==> src/rtl/assert_macros.svh <==
// ----------------------------------------------------------------------------
// Assertion macros
// Concurrent assertion wrappers used by the sender RTL. Synthesis gets empty
// bodies.
// ----------------------------------------------------------------------------
`ifndef ASSERT_MACROS_SVH
`define ASSERT_MACROS_SVH

`ifndef SYNTHESIS
`define ASSERT_RST(name, clk, rst, prop, msg) \
  name: assert property (@(posedge clk) disable iff (rst) prop) else $error(msg);
`define ASSERT_ALWAYS(name, clk, prop, msg) \
  name: assert property (@(posedge clk) prop) else $error(msg);
`else
`define ASSERT_RST(name, clk, rst, prop, msg)
`define ASSERT_ALWAYS(name, clk, prop, msg)
`endif

`endif

==> src/rtl/swsf_pkg.sv <==
// ----------------------------------------------------------------------------
// Stop-and-wait sender package
// Event, flag and phase codes, and the types shared by the sender modules.
// ----------------------------------------------------------------------------
package swsf_pkg;

  localparam logic [2:0] ACT_TICK   = 3'd0;
  localparam logic [2:0] ACT_OPEN   = 3'd1;
  localparam logic [2:0] ACT_SEND   = 3'd2;
  localparam logic [2:0] ACT_FINISH = 3'd3;
  localparam logic [2:0] ACT_CLOSE  = 3'd4;
  localparam logic [2:0] ACT_RX     = 3'd5;

  localparam logic [2:0] FL_DATA   = 3'd0;
  localparam logic [2:0] FL_SYN    = 3'd1;
  localparam logic [2:0] FL_ACK    = 3'd2;
  localparam logic [2:0] FL_ACKSYN = 3'd3;
  localparam logic [2:0] FL_FIN    = 3'd4;
  localparam logic [2:0] FL_FINACK = 3'd5;
  localparam logic [2:0] FL_OVER   = 3'd7;

  localparam logic [2:0] PH_CLOSED   = 3'd0;
  localparam logic [2:0] PH_SYNWAIT  = 3'd1;
  localparam logic [2:0] PH_READY    = 3'd2;
  localparam logic [2:0] PH_DATAWAIT = 3'd3;
  localparam logic [2:0] PH_OVERWAIT = 3'd4;
  localparam logic [2:0] PH_FINWAIT  = 3'd5;
  localparam logic [2:0] PH_FINAL    = 3'd6;
  localparam logic [2:0] PH_ERROR    = 3'd7;

  localparam logic [2:0] EV_NONE      = 3'd0;
  localparam logic [2:0] EV_CONNECTED = 3'd1;
  localparam logic [2:0] EV_CONFIRMED = 3'd2;
  localparam logic [2:0] EV_ENDED     = 3'd3;
  localparam logic [2:0] EV_CLOSED    = 3'd4;
  localparam logic [2:0] EV_HS_ERROR  = 3'd5;

  localparam logic [10:0] MAX_PAYLOAD = 11'd1024;
  localparam logic [31:0] TIMEOUT_RESET = 32'd1000;

  typedef struct packed {
    logic [2:0]  phase;
    logic [7:0]  next_seq;
    logic [31:0] wait_timer;
    logic [10:0] pending_len;
  } link_state_t;

  typedef struct packed {
    logic [2:0]  action;
    logic [2:0]  rx_flag;
    logic [7:0]  rx_seq;
    logic        rx_check_ok;
    logic [10:0] data_len;
  } event_item_t;

  typedef struct packed {
    logic [2:0]  event_code;
    logic [2:0]  link_phase;
    logic        tx_retry;
    logic [10:0] tx_len;
    logic [7:0]  tx_seq;
    logic [2:0]  tx_flag;
    logic        tx_valid;
  } result_item_t;

endpackage

==> src/rtl/swsf_step.sv <==
// ----------------------------------------------------------------------------
// Stop-and-wait sender step logic
// Computes the next link state and the result item for one event.
// ----------------------------------------------------------------------------
module swsf_step import swsf_pkg::*; (
  input  link_state_t  st,
  input  event_item_t  item,
  input  logic [31:0]  timeout_ticks,
  output link_state_t  st_next,
  output result_item_t res,
  output logic         res_en
);

  logic [31:0] limit;
  logic [32:0] cnt;

  assign limit = (timeout_ticks == 32'd0) ? 32'd1 : timeout_ticks;
  assign cnt   = {1'b0, st.wait_timer} + 33'd1;

  always_comb begin
    st_next = st;
    res     = '0;
    res_en  = 1'b0;
    case (item.action)
      ACT_TICK: begin
        if (st.phase != PH_CLOSED && st.phase != PH_READY && st.phase != PH_ERROR) begin
          if (cnt < {1'b0, limit}) begin
            st_next.wait_timer = cnt[31:0];
          end else begin
            st_next.wait_timer = '0;
            res_en       = 1'b1;
            res.tx_valid = 1'b1;
            res.tx_retry = 1'b1;
            case (st.phase)
              PH_SYNWAIT:  res.tx_flag = FL_SYN;
              PH_DATAWAIT: begin
                res.tx_flag = FL_DATA;
                res.tx_seq  = st.next_seq;
                res.tx_len  = st.pending_len;
              end
              PH_OVERWAIT: res.tx_flag = FL_OVER;
              PH_FINWAIT:  res.tx_flag = FL_FIN;
              default:     res.tx_flag = FL_FINACK;
            endcase
          end
        end
      end
      ACT_OPEN: begin
        if (st.phase == PH_CLOSED || st.phase == PH_ERROR) begin
          st_next.next_seq   = '0;
          st_next.phase      = PH_SYNWAIT;
          st_next.wait_timer = '0;
          res_en       = 1'b1;
          res.tx_valid = 1'b1;
          res.tx_flag  = FL_SYN;
        end
      end
      ACT_SEND: begin
        if (st.phase == PH_READY) begin
          st_next.pending_len = (item.data_len > MAX_PAYLOAD) ? MAX_PAYLOAD : item.data_len;
          st_next.phase       = PH_DATAWAIT;
          st_next.wait_timer  = '0;
          res_en       = 1'b1;
          res.tx_valid = 1'b1;
          res.tx_flag  = FL_DATA;
          res.tx_seq   = st.next_seq;
          res.tx_len   = st_next.pending_len;
        end
      end
      ACT_FINISH: begin
        if (st.phase == PH_READY) begin
          st_next.phase      = PH_OVERWAIT;
          st_next.wait_timer = '0;
          res_en       = 1'b1;
          res.tx_valid = 1'b1;
          res.tx_flag  = FL_OVER;
        end
      end
      ACT_CLOSE: begin
        if (st.phase == PH_READY) begin
          st_next.phase      = PH_FINWAIT;
          st_next.wait_timer = '0;
          res_en       = 1'b1;
          res.tx_valid = 1'b1;
          res.tx_flag  = FL_FIN;
        end
      end
      ACT_RX: begin
        case (st.phase)
          PH_SYNWAIT: begin
            st_next.wait_timer = '0;
            res_en = 1'b1;
            if (item.rx_flag == FL_ACK && item.rx_check_ok) begin
              st_next.phase  = PH_READY;
              res.tx_valid   = 1'b1;
              res.tx_flag    = FL_ACKSYN;
              res.event_code = EV_CONNECTED;
            end else begin
              st_next.phase  = PH_ERROR;
              res.event_code = EV_HS_ERROR;
            end
          end
          PH_DATAWAIT: begin
            if (item.rx_flag == FL_ACK && item.rx_seq == st.next_seq) begin
              st_next.next_seq   = st.next_seq + 8'd1;
              st_next.phase      = PH_READY;
              st_next.wait_timer = '0;
              res_en         = 1'b1;
              res.event_code = EV_CONFIRMED;
            end
          end
          PH_OVERWAIT: begin
            if (item.rx_flag == FL_OVER) begin
              st_next.next_seq   = '0;
              st_next.phase      = PH_READY;
              st_next.wait_timer = '0;
              res_en         = 1'b1;
              res.event_code = EV_ENDED;
            end
          end
          PH_FINWAIT: begin
            st_next.wait_timer = '0;
            res_en = 1'b1;
            if (item.rx_flag == FL_ACK && item.rx_check_ok) begin
              st_next.phase = PH_FINAL;
              res.tx_valid  = 1'b1;
              res.tx_flag   = FL_FINACK;
            end else begin
              st_next.phase  = PH_ERROR;
              res.event_code = EV_HS_ERROR;
            end
          end
          PH_FINAL: begin
            st_next.phase      = PH_CLOSED;
            st_next.wait_timer = '0;
            res_en         = 1'b1;
            res.event_code = EV_CLOSED;
          end
          default: begin
            res_en = 1'b0;
          end
        endcase
      end
      default: begin
        res_en = 1'b0;
      end
    endcase
    res.link_phase = st_next.phase;
  end

endmodule

==> src/rtl/stop_and_wait_sender_fsm.sv <==
// ----------------------------------------------------------------------------
// Stop-and-wait sender
// Sender control of a reliable datagram link with timeout retransmission.
// ----------------------------------------------------------------------------
// An event is taken into the input register; its result is held in the output register.
// Throughput: one event per cycle; the output register frees the input side.
// An event is held only while its result waits behind a stalled output.
// Reset clears the link state and sets the timeout to 1000 ticks.
module stop_and_wait_sender_fsm import swsf_pkg::*; (
  input  logic        clk,
  input  logic        rst,
  input  logic        cfg_wr_en,
  input  logic [31:0] cfg_wr_data,
  input  logic        s_axis_tvalid,
  output logic        s_axis_tready,
  // [2:0] action
  input  logic [2:0]  s_axis_tuser,
  // [2:0] rx_flag, [10:3] rx_seq, [11] rx_check_ok, [22:12] data_len, [23] zero
  input  logic [23:0] s_axis_tdata,
  output logic        m_axis_tvalid,
  input  logic        m_axis_tready,
  // [0] tx_valid, [3:1] tx_flag, [11:4] tx_seq, [22:12] tx_len, [23] tx_retry,
  // [26:24] link_phase, [29:27] event_code, [31:30] zero
  output logic [31:0] m_axis_tdata
);

`include "assert_macros.svh"

  logic [31:0]  timeout_ticks;
  link_state_t  st;
  link_state_t  st_next;
  event_item_t  item;
  logic         item_valid;
  result_item_t res;
  logic         res_en;
  result_item_t out_item;
  logic         out_valid;
  logic         advance;

  swsf_step u_step (
    .st            (st),
    .item          (item),
    .timeout_ticks (timeout_ticks),
    .st_next       (st_next),
    .res           (res),
    .res_en        (res_en)
  );

  assign advance       = item_valid && (!res_en || !out_valid || m_axis_tready);
  assign s_axis_tready = !item_valid || advance;

  always_ff @(posedge clk) begin
    if (rst) begin
      timeout_ticks <= TIMEOUT_RESET;
    end else if (cfg_wr_en) begin
      timeout_ticks <= cfg_wr_data;
    end
  end

  always_ff @(posedge clk) begin
    if (rst) begin
      item_valid <= 1'b0;
    end else if (s_axis_tready) begin
      item_valid <= s_axis_tvalid;
    end
  end

  always_ff @(posedge clk) begin
    if (s_axis_tready && s_axis_tvalid) begin
      item.action      <= s_axis_tuser;
      item.rx_flag     <= s_axis_tdata[2:0];
      item.rx_seq      <= s_axis_tdata[10:3];
      item.rx_check_ok <= s_axis_tdata[11];
      item.data_len    <= s_axis_tdata[22:12];
    end
  end

  always_ff @(posedge clk) begin
    if (rst) begin
      st <= '0;
    end else if (advance) begin
      st <= st_next;
    end
  end

  always_ff @(posedge clk) begin
    if (rst) begin
      out_valid <= 1'b0;
    end else if (advance && res_en) begin
      out_valid <= 1'b1;
    end else if (m_axis_tready) begin
      out_valid <= 1'b0;
    end
  end

  always_ff @(posedge clk) begin
    if (advance && res_en) begin
      out_item <= res;
    end
  end

  assign m_axis_tvalid = out_valid;
  assign m_axis_tdata  = {2'b00, out_item};

  `ASSERT_ALWAYS(a_out_clear_after_rst, clk, $past(rst) |-> !m_axis_tvalid,
    "output valid after reset")
  `ASSERT_RST(a_idle_timer_zero, clk, rst,
    (st.phase == PH_CLOSED || st.phase == PH_READY || st.phase == PH_ERROR) |->
    (st.wait_timer == 32'd0), "timer running in a non-waiting phase")
  `ASSERT_RST(a_empty_takes_item, clk, rst, !item_valid |-> s_axis_tready,
    "empty input stage refuses an item")
  `ASSERT_RST(a_event_only_result, clk, rst,
    (m_axis_tvalid && !out_item.tx_valid) |-> (out_item.event_code != EV_NONE),
    "result carries neither packet nor event")

endmodule
==> config.mk <==
export PLATFORM = sky130hd
export DESIGN_NAME = stop_and_wait_sender_fsm
export DESIGN_NICKNAME = d
export VERILOG_FILES = /design/src/rtl/swsf_pkg.sv /design/src/rtl/swsf_step.sv /design/src/rtl/stop_and_wait_sender_fsm.sv
export VERILOG_INCLUDE_DIRS = /design/src /design/src/rtl
export SDC_FILE = /design/constraint.sdc
export NUM_CORES = 1
export LEC_CHECK = 0
export BUFFER_PORTS_ARGS = -buffer_cell sky130_fd_sc_hd__buf_2
export CORE_MARGIN = 8
export CORE_UTILIZATION = 55
export DETAILED_ROUTE_END_ITERATION = 12
export PLACE_DENSITY = 0.81
export SLEW_MARGIN = 20
export SYNTH_ARGS = -nofsm -noshare
export SYNTH_HDL_FRONTEND = slang
export SYNTH_HIERARCHICAL = 1
export SYNTH_SLANG_ARGS = --single-unit
==> constraint.sdc <==
create_clock -name clk -period 7.7 [get_ports clk]
set_input_delay 1.54 -clock clk [delete_from_list [all_inputs] [get_ports clk]]
set_output_delay 1.54 -clock clk [all_outputs]
set_load 0.01 [all_outputs]
==> results of run 1 <==
-- critical path, stage by stage (launching register included) --
cell and delay [ns]:
dfxtp_1 0.43, ha_1 0.31, and4_1 0.26, nand4_1 0.25
nor2_1 0.41, nand3_1 0.26, o21a_1 0.25, or2_2 0.31
ha_1 0.31, a21oi_1 0.13, o21ai_0 0.12, a211oi_1 0.37
o221ai_4 0.22, inv_4 0.14, a21o_1 0.26, o21ai_0 0.15
buf_4 0.21, nand3_1 0.12, buf_2 0.15
-- placed cells by master, fill, tap and decap left out, drive strengths merged, types with 4 or more instances in the layout --
| master | instances |
|---|---|
| clkinv | 5 |
| o21a | 15 |
| nor3 | 16 |
| a32o | 16 |
| nand2 | 70 |
| nor2b | 10 |
| edfxtp | 56 |
| o31ai | 4 |
| bufinv | 4 |
| a211o | 6 |
| o22ai | 5 |
| nand2b | 112 |
| a31oi | 7 |
| o21ai | 31 |
| buf | 102 |
| nand4 | 22 |
| and4 | 6 |
| ha | 33 |
| nand3 | 31 |
| inv | 38 |
| nor4 | 11 |
| xor2 | 5 |
| clkbuf | 20 |
| nor2 | 70 |
| or2 | 6 |
| o211ai | 13 |
| and2 | 6 |
| a22o | 23 |
| xnor2 | 31 |
| a21oi | 22 |
| mux2i | 81 |
| dfxtp | 88 |
-- cell type report --
cell class / count / area [sq um]
Sequential cell: 144 / 3443
Multi-Input combinational cell: 695 / 4832
Clock buffer: 20 / 436.7
Fill cell: 1315 / 5929
Inverter: 37 / 141.4
Timing Repair Buffer: 102 / 534.3
Tap cell: 216 / 270.3
Clock inverter: 12 / 182.7
-- logic make-up after synthesis --
kind of cell | Yosys count
AND/OR/NAND/NOR | 372
AO/OA/AOI/OAI | 168
flip-flops | 144
buffers and inverters | 107
multiplexers | 84
XOR/XNOR | 36
adder cells (fa/ha/maj) | 33
other | 1
-- path summary, 6_finish.rpt --
kind,slack [ns],end,cells after the start
max,1.08,s_axis_tready,18
min,0.49,st[10],2
max reg2reg,1.90,m_axis_tdata[23],19
min reg2reg,0.49,st[10],2
-- flip-flops by register name, indices dropped and copies added, names as in the netlist --
signal	cells
item_valid	1
item	26
timeout_ticks	32
st	54
m_axis_tvalid	1
m_axis_tdata	30
-- metrics by stage --
stage,hold slack [ns],cells,instance area (sq um),util
2_1_floorplan,0.4469,946,8788,-
3_3_place_gp,0.4692,1194,9218,0.5845
3_5_place_dp,0.4824,1194,9218,0.5845
4_1_cts,0.4910,1226,9837,0.6238
5_1_grt,0.5079,1226,9841,0.6240
6_report,0.4868,1226,9841,0.6240
-- power groups by stage --
stage | clock (uW) | combinational, uW | sequential (uW)
detailed placement | 0 | 135 | 855
global placement | 0 | 133 | 854
floorplan | 0 | 103 | 846
global route | 912 | 150 | 842
finish | 872 | 138 | 839
CTS | 884 | 137 | 839
-- metal layers --
layer / vias up / global-route usage / part of all wire
li1: 3474 / - / -
met1: 3388 / 0.2414 / 0.42
met2: 257 / 0.3370 / 0.49
met3: 33 / 0.04260 / 0.061
met4: 0 / 0.08445 / 0.021
met5: - / 0 / 0
==> impl_metrics.env, run 1 <==
export IMPL_status="finished clean"
export IMPL_synthFlopType="dfxtp_1"
export IMPL_cts_resized=0
export IMPL_p_seq_frac=0.454
export IMPL_r2r_start="st[11]"
export IMPL_hold_viol=0
export IMPL_tritoncts="done"
export IMPL_h_tree_depth=4
export IMPL_antenna_found_initial=0
export IMPL_worst_slack_ns=1.081
export IMPL_synth_top_family_by_area="simple AND/OR/NAND/NOR gates"
export IMPL_root_buffer="clkbuf_16"
export IMPL_p_sw_frac=0.2311
export IMPL_drt_initial_drc_count=684
export IMPL_worst_slew_pin_slew_ns=1.037
export IMPL_yosysSeqAreaShare=0.3920
export IMPL_start_util=0.5570
export IMPL_grt_max_degree=143
export IMPL_synth_cell_types=69
export IMPL_comb_power_share=0.075
export IMPL_grt_pass1_wl_um=32830
export IMPL_synth_edf_count=56
export IMPL_criticalPathCategory="register to primary output"
export IMPL_crit_start="st[11]"
export IMPL_syn_area_per_cell_sq_um=9.296
export IMPL_muxShareOfSynthArea=0.09614
export IMPL_dieArea_sq_mm=0.02027
export IMPL_clk_latency_ns=0.43
export IMPL_die_h_um=142.4
export IMPL_ys_warn_count=6
export IMPL_fin_crit_sh=0.8596
export IMPL_synth_compound_area_frac=0.1419
export IMPL_syn_area_sq_mm=0.008785
export IMPL_num_io_pins=98
export IMPL_wl_um=20130
export IMPL_power_internal_uw=1422
export IMPL_gp_congestion=0.8756
export IMPL_power_switching_uw=427.3
export IMPL_powerDensity_mw_per_mm2=187.9
export IMPL_grtUsageTotal=0.1995
export IMPL_rows=46
export IMPL_synth_xor_area_frac=0.03589
export IMPL_synthAdderAreaFrac=0.04700
export IMPL_grt_pass1_vias=6897
export IMPL_synthArstFlopShare=0
export IMPL_cp_required_ns=6.16
export IMPL_fin_tns_setup_ns=0
export IMPL_drv_cap=0
export IMPL_clock_fmax_mhz=151.1
export IMPL_cts_sinks=144
export IMPL_place_ws_ns=1.593
export IMPL_p_total_uw=1849
export IMPL_max_slew_margin_rel=0.3026
export IMPL_area_growth_pct=12.02
export IMPL_route_vias_total=7152
export IMPL_antenna_cells=0
export IMPL_yosys_area_share_simple=0.2255
export IMPL_dr_pass1_iters=5
export IMPL_p_clk_frac=0.472
export IMPL_cp_max_fo=7
export IMPL_critPathArrivalTime_ns=5.08
export IMPL_final_layout_size_suffix_gt1_frac=0.1505
export IMPL_postCtsHoldBufs=0
export IMPL_drcViolationCount=0
export IMPL_wl_per_cell_um=16.42
export IMPL_drtAntennaViolNets=0
export IMPL_core_sq_mm=0.01577
export IMPL_p_leak_uw=0.003613
export IMPL_yosysTopAreaCellShare=0.2005
export IMPL_vias_per_cell=5.834
export IMPL_hp_start="st[10]"
export IMPL_final_setup_viol_count=0
export IMPL_synth_ff_latch_count=144
export IMPL_synth_top_area_cell="dfxtp_1"
export IMPL_hpwl_um=13340
export IMPL_synthTopCellsByCount="112 x nand2b_1, 88 x dfxtp_1, 81 x mux2i_1"
export IMPL_finalCriticalPeriod_ns=6.619
export IMPL_ir_drop_v=0.0001687
export IMPL_synthTopCellsByArea="dfxtp_1 20%, edfxtp_1 19%, mux2i_1 9.2%, nand2b_1 8.0%, ha_1 4.7%"
export IMPL_synth_cells=945
export IMPL_fp_dieW_um=142.4
export IMPL_overflow=0
export IMPL_clock_skew_ns=0.009397
export IMPL_yosysMostFrequentCell="nand2b_1"
export IMPL_cts_buffer_depth=2
export IMPL_crit_path_end_kind="primary output"
export IMPL_clkSlewWorstSetupHoldPaths_ns=0.06
export IMPL_post_cts_setup_buffers=0
export IMPL_rsz0062_at_grt="no"
export IMPL_port_buffers=94
export IMPL_cts_made_buffers=17
export IMPL_startpoint_type="register"
export IMPL_hold_path_class="register to register"
export IMPL_slew_violations=0
export IMPL_final_nets=1094
No activity file was read; power rests on OpenSTA's default activity.
==> run 2: changes to the inputs <==
- REMOVE_ABC_BUFFERS: unset -> 1
==> run 2 against run 1 <==
- critical path depth down 2
- non-clock buffer count unchanged
- critical path type unchanged
- total power shrank 3.5%
- sequential cell count is the same
- via count down 2.6%
- largest cell class unchanged
- die area unchanged
==> impl_metrics.env, run 2 (synthesized netlist as in run 1, its figures left out) <==
export IMPL_crit_path_end_kind="primary output"
export IMPL_use_met3=0.05133
export IMPL_clock_fmax_mhz=149.0
export IMPL_criticalPathCategory="register to primary output"
export IMPL_cts_resized=0
export IMPL_final_area_sq_mm=0.009798
export IMPL_regMostFlops="st"
export IMPL_rr_worst_depth=19
export IMPL_clkSlewWorstSetupHoldPaths_ns=0.06
export IMPL_start_util=0.5570
export IMPL_power_internal_uw=1332
export IMPL_final_setup_viol_count=0
export IMPL_grtUsageTotal=0.1922
export IMPL_whs_path_depth=2
export IMPL_powerDensity_mw_per_mm2=182.2
export IMPL_vias_per_cell=5.682
export IMPL_final_layout_size_suffix_gt1_frac=0.1545
export IMPL_placed_area_sq_mm=0.009218
export IMPL_drtAntennaViolNets=0
export IMPL_dr_pass1_iters=6
export IMPL_slew_violations=0
export IMPL_rr_endpoint="st[40]"
export IMPL_fillers=1318
export IMPL_p_sw_frac=0.2537
export IMPL_min_to="st[10]"
export IMPL_wl_um=19180
export IMPL_route_vias_total=6966
export IMPL_cp_max_fo=37
export IMPL_area_growth_pct=11.54
export IMPL_r2r_start="st[11]"
export IMPL_comb_power_share=0.076
export IMPL_gp_congestion=0.8768
export IMPL_grtUsageMet1=0.2490
export IMPL_hold_viol=0
export IMPL_hp_start="st[10]"
export IMPL_p_leak_uw=0.003599
export IMPL_place_ws_ns=1.514
export IMPL_antenna_cells=0
export IMPL_fp_dieW_um=142.4
export IMPL_post_route_util=0.6213
export IMPL_max_slew_margin_rel=0.3555
export IMPL_finalCriticalPeriod_ns=6.711
export IMPL_antenna_found_initial=0
export IMPL_hold_path_class="register to register"
export IMPL_wl_per_cell_um=15.64
export IMPL_r2r_setup_slack_ns=2.13
export IMPL_post_cts_setup_buffers=0
export IMPL_core_sq_mm=0.01577
export IMPL_fin_tns_setup_ns=0
export IMPL_rows=46
export IMPL_critPathArrivalTime_ns=5.17
export IMPL_drv_cap=0
export IMPL_multi_input_area_sq_mm=0.004832
export IMPL_busiest_layer="met2"
export IMPL_dieArea_sq_mm=0.02027
export IMPL_grt_pass1_wl_um=31500
export IMPL_largest_reg_flops=54
export IMPL_h_tree_depth=4
export IMPL_p_seq_frac=0.470
export IMPL_overflow=0
export IMPL_cts_sinks=144
export IMPL_ir_drop_v=0.0001632
export IMPL_worst_slack_ns=0.9892
export IMPL_status="finished clean"
export IMPL_num_io_pins=98
export IMPL_postCtsHoldBufs=0
export IMPL_fin_crit_sh=0.8715
export IMPL_grt_use_met2=0.3028
export IMPL_p_total_uw=1785
export IMPL_clk_latency_ns=0.44
export IMPL_root_buffer="clkbuf_16"
export IMPL_clock_skew_ns=0.01030
export IMPL_regArea_sq_mm=0.003443
export IMPL_grt_max_degree=143
export IMPL_tritoncts="done"
export IMPL_drt_initial_drc_count=753
export IMPL_cts_buffer_depth=2
export IMPL_worst_slew_pin_slew_ns=0.9667
export IMPL_hpwl_um=12480
export IMPL_cts_made_buffers=17
export IMPL_final_common_cell="nand2b_1"
export IMPL_port_buffers=94
export IMPL_final_nets=1094
export IMPL_p_clk_frac=0.454
export IMPL_cp_required_ns=6.16
export IMPL_rsz0062_at_grt="no"
export IMPL_die_h_um=142.4
export IMPL_grt_pass1_vias=6393
export IMPL_layout_common_cells="112 x nand2b_1, 94 x buf_2, 88 x dfxtp_1"
export IMPL_drcViolationCount=0
export IMPL_power_switching_uw=452.9
export IMPL_startpoint_type="register"
-- run 2: cell count changes in the layout (fill, tap and decap cells not counted), sizes merged --
cell      previous run  this run
bufinv               4         1
inv                 38        43
clkinvlp             2         3
clkbuf              20        17
-- run 2: worst max path at each step --
stage / endpoint / startpoint / slack [ns] / cells past startpoint
2_1_floorplan: m_axis_tdata[0] / st[11] / 0.54 / 17
4_1_cts: s_axis_tready / st[13] / 1.02 / 16
3_5_place_dp: s_axis_tready / st[13] / 1.51 / 16
6_report: s_axis_tready / st[13] / 0.99 / 16
5_1_grt: s_axis_tready / st[13] / 0.64 / 16
3_3_place_gp: s_axis_tready / st[13] / 1.54 / 16
-- run 2: area by class of cell --
type,count,area share
Timing Repair Buffer,102,0.05453
Clock inverter,15,0.01545
Inverter,37,0.01443
Multi-Input combinational cell,695,0.4932
Tap cell,216,0.02758
Sequential cell,144,0.3514
Clock buffer,17,0.04342
-- run 2: power by group through the flow --
stage                     registers [uW]  clock network (uW)  logic [uW]
after CTS                            838                 827         136
after global routing                 841                 863         149
after global placement               854                   0         132
after floorplan                      849                   0        83.0
after detailed placement             854                   0         135
final                                838                 811         136
-- run 2: per-layer routing --
| metal | routed length (um) | part of all wire |
|---|---|---|
| met4 | 309 | 0.016 |
| met1 | 8852 | 0.46 |
| met5 | 0 | 0 |
| met2 | 8664 | 0.45 |
| met3 | 1352 | 0.070 |
-- run 2: worst max-delay path, cell delays in order (launching register included) --
cell	delay (ns)
dfxtp_1	0.48
nand3_1	0.23
or3_1	0.52
nor3_1	0.44
nand2_1	0.21
nor3_1	0.25
xor2_1	0.13
ha_1	0.29
nand3_1	0.10
nor4_1	0.53
nand2_1	0.09
a31o_2	0.51
a21o_1	0.34
o21ai_0	0.18
buf_4	0.17
nand3_1	0.09
buf_2	0.15
-- run 2: stage by stage --
step	instances	hold WS (ns)
after detailed placement	1194	0.4778
after global routing	1226	0.5021
final	1226	0.4856
after global placement	1194	0.4686
after CTS	1226	0.4867
after floorplan	876	0.4572
==> run 3: changes to the inputs <==
- CORE_UTILIZATION: 55 -> 30
- PLACE_DENSITY: 0.81 -> 0.51
==> run 3 against run 2 <==
- total power increased by 1.9%
- sequential power about the same
- highest routed layer unchanged
- non-clock buffer count unchanged
- sequential cell count unchanged
- critical path depth increased by 1
- register-to-register slack got worse by 0.18 ns
- design area increased by 2.4%
- critical path type unchanged
- largest power group is now the clock network
==> impl_metrics.env, run 3 (synthesized netlist as in run 1, its figures left out) <==
export IMPL_status="finished clean"
export IMPL_fin_crit_sh=0.8730
export IMPL_h_tree_depth=4
export IMPL_grt_max_degree=108
export IMPL_fin_tns_setup_ns=0
export IMPL_grtUsageTotal=0.1223
export IMPL_finalCriticalPeriod_ns=6.722
export IMPL_worst_slew_pin_slew_ns=1.036
export IMPL_min_to="st[2]"
export IMPL_final_setup_viol_count=0
export IMPL_wl_per_cell_um=15.51
export IMPL_dr_pass1_iters=5
export IMPL_rr_worst_depth=19
export IMPL_drcViolationCount=0
export IMPL_whs_path_depth=2
export IMPL_vias_per_cell=4.857
export IMPL_grt_pass1_wl_um=35180
export IMPL_clkSlewWorstSetupHoldPaths_ns=0.07
export IMPL_criticalPathCategory="register to primary output"
export IMPL_cts_sinks=144
export IMPL_clk_latency_ns=0.43
export IMPL_p_leak_uw=0.003606
export IMPL_startpoint_type="register"
export IMPL_final_nets=1094
export IMPL_final_common_cell="nand2b_1"
export IMPL_antenna_found_initial=0
export IMPL_cts_buffer_depth=2
export IMPL_place_ws_ns=1.315
export IMPL_r2r_setup_slack_ns=1.95
export IMPL_crit_path_end_kind="primary output"
export IMPL_regMostFlops="st"
export IMPL_start_util=0.3052
export IMPL_rows=62
export IMPL_powerDensity_mw_per_mm2=181.2
export IMPL_hpwl_um=14620
export IMPL_largest_reg_flops=54
export IMPL_core_sq_mm=0.02878
export IMPL_cp_max_fo=9
export IMPL_cts_made_buffers=17
export IMPL_wl_um=21620
export IMPL_post_cts_setup_buffers=0
export IMPL_rsz0062_at_grt="no"
export IMPL_die_h_um=187.1
export IMPL_overflow=0
export IMPL_hold_viol=0
export IMPL_route_vias_total=6770
export IMPL_fp_dieW_um=187.1
export IMPL_drv_cap=0
export IMPL_ir_drop_v=0.0001477
export IMPL_num_io_pins=98
export IMPL_worst_slack_ns=0.9779
export IMPL_post_route_util=0.3488
export IMPL_hold_path_class="register to register"
export IMPL_hp_start="st[2]"
export IMPL_max_slew_margin_rel=0.3092
export IMPL_layout_common_cells="112 x nand2b_1, 93 x buf_2, 88 x dfxtp_1"
export IMPL_antenna_cells=0
export IMPL_drtAntennaViolNets=0
export IMPL_final_layout_size_suffix_gt1_frac=0.1545
export IMPL_clock_skew_ns=0.01236
export IMPL_cp_required_ns=6.16
export IMPL_clock_fmax_mhz=148.8
export IMPL_cts_resized=0
export IMPL_root_buffer="clkbuf_16"
export IMPL_slew_violations=0
export IMPL_gp_congestion=0.8495
export IMPL_postCtsHoldBufs=0
export IMPL_tritoncts="done"
export IMPL_dieArea_sq_mm=0.03501
export IMPL_grt_pass1_vias=6524
export IMPL_drt_initial_drc_count=387
export IMPL_critPathArrivalTime_ns=5.18
export IMPL_r2r_start="st[11]"
export IMPL_rr_endpoint="st[6]"
export IMPL_port_buffers=94
export IMPL_area_growth_pct=14.26
-- run 3: worst max path at each step --
| stage | cells after the start | start | slack, ns | end |
|---|---|---|---|---|
| after floorplan | 17 | st[11] | 0.54 | m_axis_tdata[0] |
| after global placement | 17 | st[13] | 1.45 | s_axis_tready |
| after detailed placement | 17 | st[13] | 1.31 | s_axis_tready |
| after CTS | 17 | st[13] | 0.82 | s_axis_tready |
| after global routing | 17 | st[13] | 0.63 | s_axis_tready |
| final | 17 | st[13] | 0.98 | s_axis_tready |
-- run 3: area by class of cell --
class,instances,area (sq um)
clock inverters,15,165.2
repair buffers,102,533.0
clock buffers,17,425.4
inverters,37,141.4
multi-input cells,695,4848
well taps,384,480.5
flip-flops and latches,144,3443
fillers,2977,18740
-- run 3: worst max-delay path: stages, from the launching register on --
cell,delay [ns]
dfxtp_1,0.48
nand3_1,0.24
or3_1,0.53
nor3_1,0.44
nand2_1,0.21
nor3_1,0.29
xor2_1,0.15
ha_1,0.31
nand3_1,0.10
nor4_1,0.56
a211oi_1,0.22
o221ai_4,0.16
inv_4,0.09
a21o_1,0.26
o21ai_0,0.27
buf_4,0.20
nand3_1,0.09
buf_2,0.16
-- run 3: per-layer routing --
metal,track usage,routed length [um],up-vias
met4,0.03482,223,0
met5,0,0,-
li1,-,-,3486
met1,0.1638,10770,3127
met3,0.03151,1023,12
met2,0.1910,9602,145
-- run 3: per-stage QoR --
| stage | total power [uW] | area (sq um) | hold WS (ns) | std cells |
|---|---|---|---|---|
| 2_1_floorplan | 932.0 | 8392 | 0.4572 | 876 |
| 3_3_place_gp | 996.4 | 9447 | 0.4721 | 1362 |
| 3_5_place_dp | 996.6 | 9447 | 0.4819 | 1362 |
| 4_1_cts | 1849 | 10040 | 0.4958 | 1394 |
| 5_1_grt | 1897 | 10040 | 0.5106 | 1394 |
| 6_report | 1819 | 10040 | 0.4921 | 1394 |
-- run 3: report_power, final --
part | switching [uW] | internal (uW) | leakage (uW)
combinational | 78.8 | 61.6 | 0.00211
clock | 379 | 462 | 0.000286
sequential | 22.0 | 816 | 0.00121
